[config.mk]
export PLATFORM = sky130hd
export DESIGN_NAME = socks5_request_parser_unit_flat
export DESIGN_NICKNAME = d
export VERILOG_FILES = /design/src/hw/rtl/s5rp_pkg.sv /design/src/hw/rtl/s5rp_req_if.sv /design/src/hw/rtl/s5rp_rsp_if.sv /design/src/hw/rtl/s5rp_step.sv /design/src/hw/rtl/socks5_request_parser_unit.sv /design/src/flat_wrapper.sv
export SDC_FILE = /design/constraint.sdc
export NUM_CORES = 1
export LEC_CHECK = 0
export BUFFER_PORTS_ARGS = -buffer_cell sky130_fd_sc_hd__buf_4
export CAP_MARGIN = 20
export CORE_MARGIN = 2
export CORE_UTILIZATION = 50
export CTS_CLUSTER_DIAMETER = 80
export DETAILED_ROUTE_END_ITERATION = 8
export GPL_TIMING_DRIVEN = 1
export PLACE_DENSITY = 0.7
export SYNTH_ARGS = -nofsm -noshare
export SYNTH_HDL_FRONTEND = slang
export SYNTH_SLANG_ARGS = --single-unit
[constraint.sdc]
create_clock -name clock -period 5 [get_ports clock]
set_input_delay 0.75 -clock clock [delete_from_list [all_inputs] [get_ports clock]]
set_output_delay 0.75 -clock clock [all_outputs]
set_load 0.005 [all_outputs]
[src/hw/rtl/s5rp_pkg.sv]
`default_nettype none
// ----------------------------------------------------------------------------
// s5rp_pkg
// Types, codes and constants shared by the SOCKS5 request parser.
// ----------------------------------------------------------------------------
package s5rp_pkg;

   // parser phase codes
   typedef enum logic [2:0] {
      PH_VER  = 3'd0,
      PH_CMD  = 3'd1,
      PH_RSV  = 3'd2,
      PH_ATYP = 3'd3,
      PH_ADDR = 3'd4,
      PH_PORT = 3'd5,
      PH_DONE = 3'd6,
      PH_ERR  = 3'd7
   } phase_type;

   // what each word was taken as
   typedef enum logic [2:0] {
      FK_VER  = 3'd0,
      FK_CMD  = 3'd1,
      FK_RSV  = 3'd2,
      FK_ATYP = 3'd3,
      FK_DLEN = 3'd4,
      FK_ADDR = 3'd5,
      FK_PORT = 3'd6,
      FK_IGN  = 3'd7
   } field_kind_type;

   // status codes
   localparam logic [1:0] ST_BUSY     = 2'd0;
   localparam logic [1:0] ST_COMPLETE = 2'd1;
   localparam logic [1:0] ST_ERROR    = 2'd2;

   // protocol constants
   localparam logic [7:0] SOCKS_VERSION = 8'd5;
   localparam logic [7:0] CMD_CONNECT   = 8'd1;
   localparam logic [7:0] CMD_UDP_ASSOC = 8'd3;
   localparam logic [7:0] RESERVED_BYTE = 8'h00;
   localparam logic [7:0] ATYP_IPV4     = 8'd1;
   localparam logic [7:0] ATYP_DOMAIN   = 8'd3;
   localparam logic [7:0] ATYP_IPV6     = 8'd4;
   localparam logic [7:0] IPV4_LENGTH   = 8'd4;
   localparam logic [7:0] IPV6_LENGTH   = 8'd16;
   localparam logic [1:0] PORT_BYTES    = 2'd2;

   // parser state held between words
   typedef struct packed {
      phase_type   phase;
      logic [1:0]  command;
      logic [2:0]  address_kind;
      logic [7:0]  expected_length;
      logic [7:0]  byte_index;
      logic [1:0]  port_count;
      logic [15:0] port_value;
   } parser_state_type;

   localparam parser_state_type PARSER_RESET = '{
      phase:           PH_VER,
      command:         2'd0,
      address_kind:    3'd0,
      expected_length: 8'd0,
      byte_index:      8'd0,
      port_count:      2'd0,
      port_value:      16'd0
   };

   // one result word
   typedef struct packed {
      logic [1:0]     status;
      field_kind_type field_kind;
      logic [7:0]     address_index;
      logic [7:0]     address_byte;
      logic [1:0]     command;
      logic [2:0]     address_kind;
      logic [7:0]     address_size;
      logic [15:0]    port_number;
   } rsp_word_type;

endpackage
`default_nettype wire

[src/hw/rtl/s5rp_req_if.sv]
`default_nettype none
// ----------------------------------------------------------------------------
// s5rp_req_if
// Request channel: one stream byte and a restart flag per word.
// ----------------------------------------------------------------------------
interface s5rp_req_if;
   logic       valid;
   logic       ready;
   logic [7:0] data_byte;
   logic       restart;

   modport source (output valid, output data_byte, output restart, input ready);
   modport sink   (input valid, input data_byte, input restart, output ready);
endinterface
`default_nettype wire

[src/hw/rtl/s5rp_rsp_if.sv]
`default_nettype none
// ----------------------------------------------------------------------------
// s5rp_rsp_if
// Response channel: parse status and decoded fields per word.
// ----------------------------------------------------------------------------
interface s5rp_rsp_if;
   logic        valid;
   logic        ready;
   logic [1:0]  status;
   logic [2:0]  field_kind;
   logic [7:0]  address_index;
   logic [7:0]  address_byte;
   logic [1:0]  command;
   logic [2:0]  address_kind;
   logic [7:0]  address_size;
   logic [15:0] port_number;

   modport source (
      output valid, output status, output field_kind, output address_index,
      output address_byte, output command, output address_kind,
      output address_size, output port_number, input ready
   );
   modport sink (
      input valid, input status, input field_kind, input address_index,
      input address_byte, input command, input address_kind,
      input address_size, input port_number, output ready
   );
endinterface
`default_nettype wire

[src/hw/rtl/s5rp_step.sv]
`default_nettype none
// ----------------------------------------------------------------------------
// s5rp_step
// Single-byte parse step: next parser state and the result word.
// ----------------------------------------------------------------------------
module s5rp_step (
   input  s5rp_pkg::parser_state_type state,
   input  logic [7:0]                 data_byte,
   input  logic                       restart,
   output s5rp_pkg::parser_state_type next_state,
   output s5rp_pkg::rsp_word_type     word
);
   import s5rp_pkg::*;

   parser_state_type cur;
   parser_state_type nxt;
   field_kind_type   kind;
   logic [7:0]       aidx;
   logic [7:0]       abyte;
   logic [7:0]       index_inc;
   logic [1:0]       count_inc;
   logic [1:0]       status;

   assign index_inc = cur.byte_index + 8'd1;
   assign count_inc = cur.port_count + 2'd1;

   // restart acts before this byte is parsed
   assign cur = restart ? PARSER_RESET : state;

   // phase transitions
   always_comb begin
      nxt   = cur;
      kind  = FK_IGN;
      aidx  = 8'd0;
      abyte = 8'd0;
      unique case (cur.phase)
         PH_VER: begin
            kind      = FK_VER;
            nxt.phase = (data_byte == SOCKS_VERSION) ? PH_CMD : PH_ERR;
         end
         PH_CMD: begin
            kind = FK_CMD;
            if (data_byte >= CMD_CONNECT && data_byte <= CMD_UDP_ASSOC) begin
               nxt.command = data_byte[1:0];
               nxt.phase   = PH_RSV;
            end else begin
               nxt.phase = PH_ERR;
            end
         end
         PH_RSV: begin
            kind      = FK_RSV;
            nxt.phase = (data_byte == RESERVED_BYTE) ? PH_ATYP : PH_ERR;
         end
         PH_ATYP: begin
            kind = FK_ATYP;
            if (data_byte == ATYP_IPV4 || data_byte == ATYP_DOMAIN ||
                data_byte == ATYP_IPV6) begin
               nxt.address_kind    = data_byte[2:0];
               nxt.expected_length = (data_byte == ATYP_IPV4) ? IPV4_LENGTH :
                                     (data_byte == ATYP_IPV6) ? IPV6_LENGTH : 8'd0;
               nxt.byte_index      = 8'd0;
               nxt.phase           = PH_ADDR;
            end else begin
               nxt.phase = PH_ERR;
            end
         end
         PH_ADDR: begin
            // a zero expected length means the domain length byte is due
            if (cur.expected_length == 8'd0) begin
               kind = FK_DLEN;
               if (data_byte == 8'd0) begin
                  nxt.phase = PH_ERR;
               end else begin
                  nxt.expected_length = data_byte;
               end
            end else begin
               kind           = FK_ADDR;
               aidx           = cur.byte_index;
               abyte          = data_byte;
               nxt.byte_index = index_inc;
               if (index_inc >= cur.expected_length) begin
                  nxt.port_count = 2'd0;
                  nxt.port_value = 16'd0;
                  nxt.phase      = PH_PORT;
               end
            end
         end
         PH_PORT: begin
            kind           = FK_PORT;
            nxt.port_value = {cur.port_value[7:0], data_byte};
            nxt.port_count = count_inc;
            if (count_inc >= PORT_BYTES) begin
               nxt.phase = PH_DONE;
            end
         end
         default: begin
            kind = FK_IGN;
         end
      endcase
   end

   // result word from the updated state
   always_comb begin
      priority if (nxt.phase == PH_DONE) begin
         status = ST_COMPLETE;
      end else if (nxt.phase == PH_ERR) begin
         status = ST_ERROR;
      end else begin
         status = ST_BUSY;
      end
   end

   assign next_state          = nxt;
   assign word.status         = status;
   assign word.field_kind     = kind;
   assign word.address_index  = aidx;
   assign word.address_byte   = abyte;
   assign word.command        = nxt.command;
   assign word.address_kind   = nxt.address_kind;
   assign word.address_size   = nxt.expected_length;
   assign word.port_number    = (status == ST_COMPLETE) ? nxt.port_value : 16'd0;

endmodule
`default_nettype wire

[src/hw/rtl/socks5_request_parser_unit.sv]
`default_nettype none
// ----------------------------------------------------------------------------
// socks5_request_parser_unit
// SOCKS5 request header parser, one stream byte per word, one result each.
// ----------------------------------------------------------------------------
// Path: request accept to response valid passes the input register, then
//    the combinational parse step into the response and state registers.
// Throughput: 1 word per cycle while the response channel does not stall.
// Reset: synchronous, active high; clears both valid flags and returns the
//    parser to awaiting the version byte.
module socks5_request_parser_unit (
   input  logic            clock,
   input  logic            reset,
   s5rp_req_if.sink        req_chan,
   s5rp_rsp_if.source      rsp_chan
);
   import s5rp_pkg::*;

   logic             in_valid_ff;
   logic             in_valid_in;
   logic [7:0]       in_byte_ff;
   logic             in_restart_ff;
   parser_state_type state_ff;
   parser_state_type state_in;
   logic             out_valid_ff;
   logic             out_valid_in;
   rsp_word_type     out_word_ff;
   rsp_word_type     step_word;
   logic             req_accept;
   logic             advance;

   // pipeline handshake
   assign advance        = in_valid_ff && (!out_valid_ff || rsp_chan.ready);
   assign req_chan.ready = !in_valid_ff || advance;
   assign req_accept     = req_chan.valid && req_chan.ready;

   assign in_valid_in  = req_accept ? 1'b1 : (advance ? 1'b0 : in_valid_ff);
   assign out_valid_in = advance ? 1'b1 : (rsp_chan.ready ? 1'b0 : out_valid_ff);

   // parse step
   s5rp_step u_step (
      .state      (state_ff),
      .data_byte  (in_byte_ff),
      .restart    (in_restart_ff),
      .next_state (state_in),
      .word       (step_word)
   );

   // control registers
   always_ff @(posedge clock) begin
      if (reset) begin
         in_valid_ff  <= 1'b0;
         out_valid_ff <= 1'b0;
         state_ff     <= PARSER_RESET;
      end else begin
         in_valid_ff  <= in_valid_in;
         out_valid_ff <= out_valid_in;
         if (advance) begin
            state_ff <= state_in;
         end
      end
   end

   // payload registers
   always_ff @(posedge clock) begin
      if (req_accept) begin
         in_byte_ff    <= req_chan.data_byte;
         in_restart_ff <= req_chan.restart;
      end
      if (advance) begin
         out_word_ff <= step_word;
      end
   end

   assign rsp_chan.valid          = out_valid_ff;
   assign rsp_chan.status         = out_word_ff.status;
   assign rsp_chan.field_kind     = out_word_ff.field_kind;
   assign rsp_chan.address_index  = out_word_ff.address_index;
   assign rsp_chan.address_byte   = out_word_ff.address_byte;
   assign rsp_chan.command        = out_word_ff.command;
   assign rsp_chan.address_kind   = out_word_ff.address_kind;
   assign rsp_chan.address_size   = out_word_ff.address_size;
   assign rsp_chan.port_number    = out_word_ff.port_number;

endmodule
`default_nettype wire

[src/flat_wrapper.sv]
// flat-port wrapper written by rule: the top's interface ports become plain ports
module socks5_request_parser_unit_flat import s5rp_pkg::*;
  (clock, reset, req_chan_valid, req_chan_data_byte, req_chan_restart, req_chan_ready, rsp_chan_valid, rsp_chan_status, rsp_chan_field_kind, rsp_chan_address_index, rsp_chan_address_byte, rsp_chan_command, rsp_chan_address_kind, rsp_chan_address_size, rsp_chan_port_number, rsp_chan_ready);
  s5rp_req_if req_chan_i ();
  s5rp_rsp_if rsp_chan_i ();
  input  logic clock;
  input  logic reset;
  input wire logic [$bits(req_chan_i.valid)-1:0] req_chan_valid;
  input wire logic [$bits(req_chan_i.data_byte)-1:0] req_chan_data_byte;
  input wire logic [$bits(req_chan_i.restart)-1:0] req_chan_restart;
  output wire logic [$bits(req_chan_i.ready)-1:0] req_chan_ready;
  output wire logic [$bits(rsp_chan_i.valid)-1:0] rsp_chan_valid;
  output wire logic [$bits(rsp_chan_i.status)-1:0] rsp_chan_status;
  output wire logic [$bits(rsp_chan_i.field_kind)-1:0] rsp_chan_field_kind;
  output wire logic [$bits(rsp_chan_i.address_index)-1:0] rsp_chan_address_index;
  output wire logic [$bits(rsp_chan_i.address_byte)-1:0] rsp_chan_address_byte;
  output wire logic [$bits(rsp_chan_i.command)-1:0] rsp_chan_command;
  output wire logic [$bits(rsp_chan_i.address_kind)-1:0] rsp_chan_address_kind;
  output wire logic [$bits(rsp_chan_i.address_size)-1:0] rsp_chan_address_size;
  output wire logic [$bits(rsp_chan_i.port_number)-1:0] rsp_chan_port_number;
  input wire logic [$bits(rsp_chan_i.ready)-1:0] rsp_chan_ready;
  assign req_chan_i.valid = req_chan_valid;
  assign req_chan_i.data_byte = req_chan_data_byte;
  assign req_chan_i.restart = req_chan_restart;
  assign req_chan_ready = req_chan_i.ready;
  assign rsp_chan_valid = rsp_chan_i.valid;
  assign rsp_chan_status = rsp_chan_i.status;
  assign rsp_chan_field_kind = rsp_chan_i.field_kind;
  assign rsp_chan_address_index = rsp_chan_i.address_index;
  assign rsp_chan_address_byte = rsp_chan_i.address_byte;
  assign rsp_chan_command = rsp_chan_i.command;
  assign rsp_chan_address_kind = rsp_chan_i.address_kind;
  assign rsp_chan_address_size = rsp_chan_i.address_size;
  assign rsp_chan_port_number = rsp_chan_i.port_number;
  assign rsp_chan_i.ready = rsp_chan_ready;
  socks5_request_parser_unit u_core (.clock(clock), .reset(reset), .req_chan(req_chan_i), .rsp_chan(rsp_chan_i));
endmodule
# Word-level counts from Yosys, hierarchy flattened
# Cells that the tools add are included.
# W data, S select, Z words.
# classes
n_addsub	2
n_lt_le_gt_ge	4
n_eq_ne	12
n_mux	30
bitwise_logic	1
reduce_logical	15
# op_table
cell	n
$mux W42	1
$pmux W18 S2	1
$pmux W3 S6	2
$pmux W16 S2	1
$mux W26	1
$mux W3	8
$mux W19	1
$mux W18	1
$eq A8 B3 Y1 const B	2
$logic_not A8 Y1	2
$mux W8	2
$eq A3 B3 Y1 const B	4
$mux W2	5
$mux W5	2
$add A8 B1 Y8 const B	1
$eq A8 B1 Y1 const B	1
$eq A8 B2 Y1 const B	1
$ge A8 B1 Y1 const B	1
$ge A8 B8 Y1	1
$le A8 B2 Y1 const B	1
$eq A3 B2 Y1 const B	2
$mux W1	5
$logic_or A1 B1 Y1	4
$reduce_bool A2 Y1	2
9 further kinds	12
# totals
regBits	103
in_bits	13
output_inout_bits	52

# Logic depth before layout (Yosys ltp)
# logic_depth
depth_word	10
ltp_mapped	18

# Cells and area by module
# A second synthesis with hierarchy kept.
# hier_totals
cells_unflattened	561
hier_area_um2	5600.4
# modules_own_cells
module	instances	cells_per_inst	area_each_um2
socks5_request_parser_unit	1	251	3737.3
s5rp_step	1	310	1863.0

# Worst setup path after synthesis
# Ideal clock, no wire load.
# synth_path
path_type	register to register
startpoint	register u_core.in_restart_ff
endpoint	register u_core.out_word_ff (netlist bit u_core.rsp_chan.port_number[10]), data pin
arrival_time_ps	3392
required_time_ps	4850
slack_ps	1458
stages_incl_launch_ff	18
synth_period_minus_slack_ps	3542
cell_sequence	edfxtp_1 -> buf_6 -> buf_4 -> clkbuf_1 -> nor2b_1 -> ha_1 -> and3_1 -> nand3_1 -> xor2_1 -> nor2_1 -> ha_1 -> and3_1 -> a2111oi_0 -> a21oi_1 -> o211a_1 -> buf_6 -> buf_12 -> nor3_2
# synth_rtl
element	line	source
from (decl)	socks5_request_parser_unit.sv:22	logic in_restart_ff;
from (signal assigned)	socks5_request_parser_unit.sv:68	in_restart_ff <= req_chan.restart;
to (signal assigned)	socks5_request_parser_unit.sv:71	out_word_ff <= step_word;
to (decl)	socks5_request_parser_unit.sv:27	rsp_word_type out_word_ff;

==> impl_results.md <==
* Status: finished clean
* Final period util at 76.8%
* Number of antenna violations at the first check in global routing at 0
* Core area at 9640 um2
* H-tree levels at 3
* Worst path cell trace: nand2b_1 > inv_1 > ha_1 > and3_1 > nand3_1 > xor2_1 > nor2_1 > ha_1 > a21oi_1 > nor2b_1 > a2111oi_0 > a21oi_1 > o211a_1 > and3_2
* CTS tree: yes
* Max_cap viols at 0
* Largest net degree at the start of global routing at 43
* Setup TNS at 0 ps
* Max-slew violations at 0
* Leading area contributor after synthesis: edfxtp_1
* Top achievable clock speed at 0.261 GHz
* Total Wirelength at 10900 um
* Routed via count at 3591
* I/O Buffers at 64
* Syn_nets at 459
* Initial Utilization at 50.7%
* # nets final at 506
* Register bit count reported by yosys at 103
* Cells after Synth at 437
* Hold path start: u_core.state_ff[35]$_SDFFE_PP0P_
* Most frequent cells in the layout: buf_4, edfxtp_1, dfxtp_1, nor2_1, nand2_1
* Hold depth at 2
* Die Wd at 103 um
* N_diodes at 0
* Drt drc at 0
* Clock period minus worst slack at 3840 ps
* Antenna Nets Post-Route at 0
* Total global-route track usage at 21.8%
* Total global routing overflow at 0
* Ratio of cells with drive above 1 in the final layout at 24.5%
* Worst-Skew Late Latency at 380 ps
* Cell Rows at 36
* Synth async-reset ratio at 0%
* Reg2reg end: u_core.rsp_chan.status[1]$_DFFE_PP_
* Worst Tran Pin Value at 954 ps
* Clock buffer depth at 2
* Final setup skew at 16.1 ps
* Post-CTS Setup Repair Bufs at 0
* CP max stage cell: a2111oi_0
* Normalized max-slew margin at 36.2%
* Worst Path Buf+Inv at 1
* First-pass GRT wire length at 17700 um
* Sequential area share after synthesis at 54.3%
* Synth warn at 0
* Synth top area share at 36.3%
* Post-CTS sizing at 0
* DRT iter0 DRCs at 227
* CTS Sinks at 103
* Hold worst-path end: u_core.state_ff[35]$_SDFFE_PP0P_
* Cell Area, Synth at 4880 um2
* Num CTS Buffers at 9
* Leakage at 1.99 nW
* Worst setup EP type: flip-flop
* First drt pass iteration count at 4
* Worst endpoint required time at 5130 ps
* Cell family with most CP delay: compound AO/OA/AOI/OAI gates
* Die Ht at 103 um
* Post-synth top flop: edfxtp_1
* Hold slack at 481 ps
* Routed vias/inst at 5.77
* WL/cell at 17.6 um
* Vias in the first global route at 3419
* Finish-stage setup viols at 0
* Hold Path Class: flip-flop to flip-flop
* Crit Path Max Fanout at 19
* VDD IR max at 0.000163 V
* Critical path origin: u_core.in_restart_ff$_DFFE_PP_
* R2R Path Start: u_core.in_restart_ff$_DFFE_PP_
* Placer Congestion at 0.855
* Root Buffer: clkbuf_8
* Unrepaired setup endpoints after global routing: no
* Hold-fix buffers, CTS at 0
* Commonest non-fill, non-tap cell in the layout: buf_4
* PwrDens at 292 nW/um2
* Final Hold Viols at 0
* Syn Area/Cell at 11.2 um2
* Boundary pin count at 65
* Area Growth Syn to Fin at 13.7%
* Reg2Reg Depth at 14
* Post-synth EDFFs at 59
* CP arrival at 3970 ps
* Distinct cells, synth at 68
* Peak per-stage delay on the critical path at 610 ps
* Die Area at 10600 um2
* Synth area leaders: edfxtp_1, dfxtp_1, a22oi_1
* Setup CP Type: flip-flop to flip-flop
* Flop-to-flop setup slack at 1160 ps
* CTS clk-pin slew, worst paths at 100 ps
* Startpoint types: flip-flop
* Hpwl dp at 7500 um
==> worst max-delay path by stage <==
stage                                                               end  slack [ps]  depth (start not counted)
final                               u_core.rsp_chan.status[1]$_DFFE_PP_        1160                         14
after floorplan           u_core.rsp_chan.port_number[10]$_SDFFCE_PP0P_        1460                         17
after CTS                           u_core.rsp_chan.status[1]$_DFFE_PP_        1170                         14
after global routing       u_core.rsp_chan.port_number[1]$_SDFFCE_PP0P_         720                         14
after detailed placement            u_core.rsp_chan.status[1]$_DFFE_PP_        1200                         14
after global placement              u_core.rsp_chan.status[1]$_DFFE_PP_        1410                         13
==> cell families after synthesis <==
family	synth area share (%)
flip-flops	54.3
AND/OR/NAND/NOR	19.8
XOR/XNOR	1.08
adder cells (fa/ha/maj)	2.31
buffers and inverters	4.51
AO/OA/AOI/OAI	17.6
multiplexers	0.436
==> cell usage after synthesis (4+ instances only) <==
cell      number
a21oi_1       15
a22o_1        20
a22oi_1       30
a311oi_1       4
and2_1        17
and3_1         4
buf_2          4
buf_4          7
buf_6          5
clkbuf_1      13
dfxtp_1       44
edfxtp_1      59
ha_1           9
inv_1          5
nand2_1       31
nand2b_1       6
nand3_1        8
nor2_1        43
nor2b_1        8
nor3_1        15
nor3_2         9
o21ai_0       14
or2_2          4
xnor2_1        4
==> sequential cells by signal, indices dropped and copies added, names as in the netlist, 2 cells and up <==
register / cells
u_core.rsp_chan.address_byte: 8
u_core.rsp_chan.field_kind: 3
u_core.state_ff: 42
u_core.rsp_chan.address_size: 8
u_core.in_byte_ff: 8
u_core.rsp_chan.command: 2
u_core.rsp_chan.address_index: 8
u_core.rsp_chan.address_kind: 3
u_core.rsp_chan.port_number: 16
u_core.rsp_chan.status: 2
==> stage by stage <==
stage / instance area, um2 / setup slack (ps) / power [mW] / utilization [%] / cells
floorplan: 4880 / 1460 / 1.08 / - / 437
global placement: 5360 / 1410 / 1.12 / 55.6 / 606
detailed placement: 5360 / 1200 / 1.13 / 55.6 / 606
CTS: 5550 / 1170 / 1.63 / 57.6 / 622
global route: 5550 / 717 / 1.68 / 57.6 / 622
finish: 5550 / 1160 / 1.62 / 57.6 / 622
==> final cells by class <==
class | instances | area, um2
sequential | 103 | 2650
clock inverter | 3 | 25.0
tap | 133 | 166
inverter | 5 | 18.8
multi-input combinational | 298 | 2020
timing repair buffer | 67 | 503
fill | 851 | 4090
clock buffer | 13 | 171
==> worst min-delay path: stages, from the launching register on <==
cell     delay (ps)
dfxtp_1         320
o21ai_0          70
a21oi_1          60
==> layer usage <==
layer	up-vias	GRT usage, %	share of wire, %
met1	1742	32.1	47
met4	0	6.28	1.6
li1	1727	-	-
met5	-	0	0
met2	110	32.6	45
met3	12	4.95	5.8
==> power by group <==
group          total, mW  switching, mW  internal (mW)
clock network      0.512          0.283          0.229
registers          0.955         0.0314          0.923
logic              0.155         0.0952         0.0599
total               1.62          0.410           1.21
No activity file was read; power rests on OpenSTA's default activity.
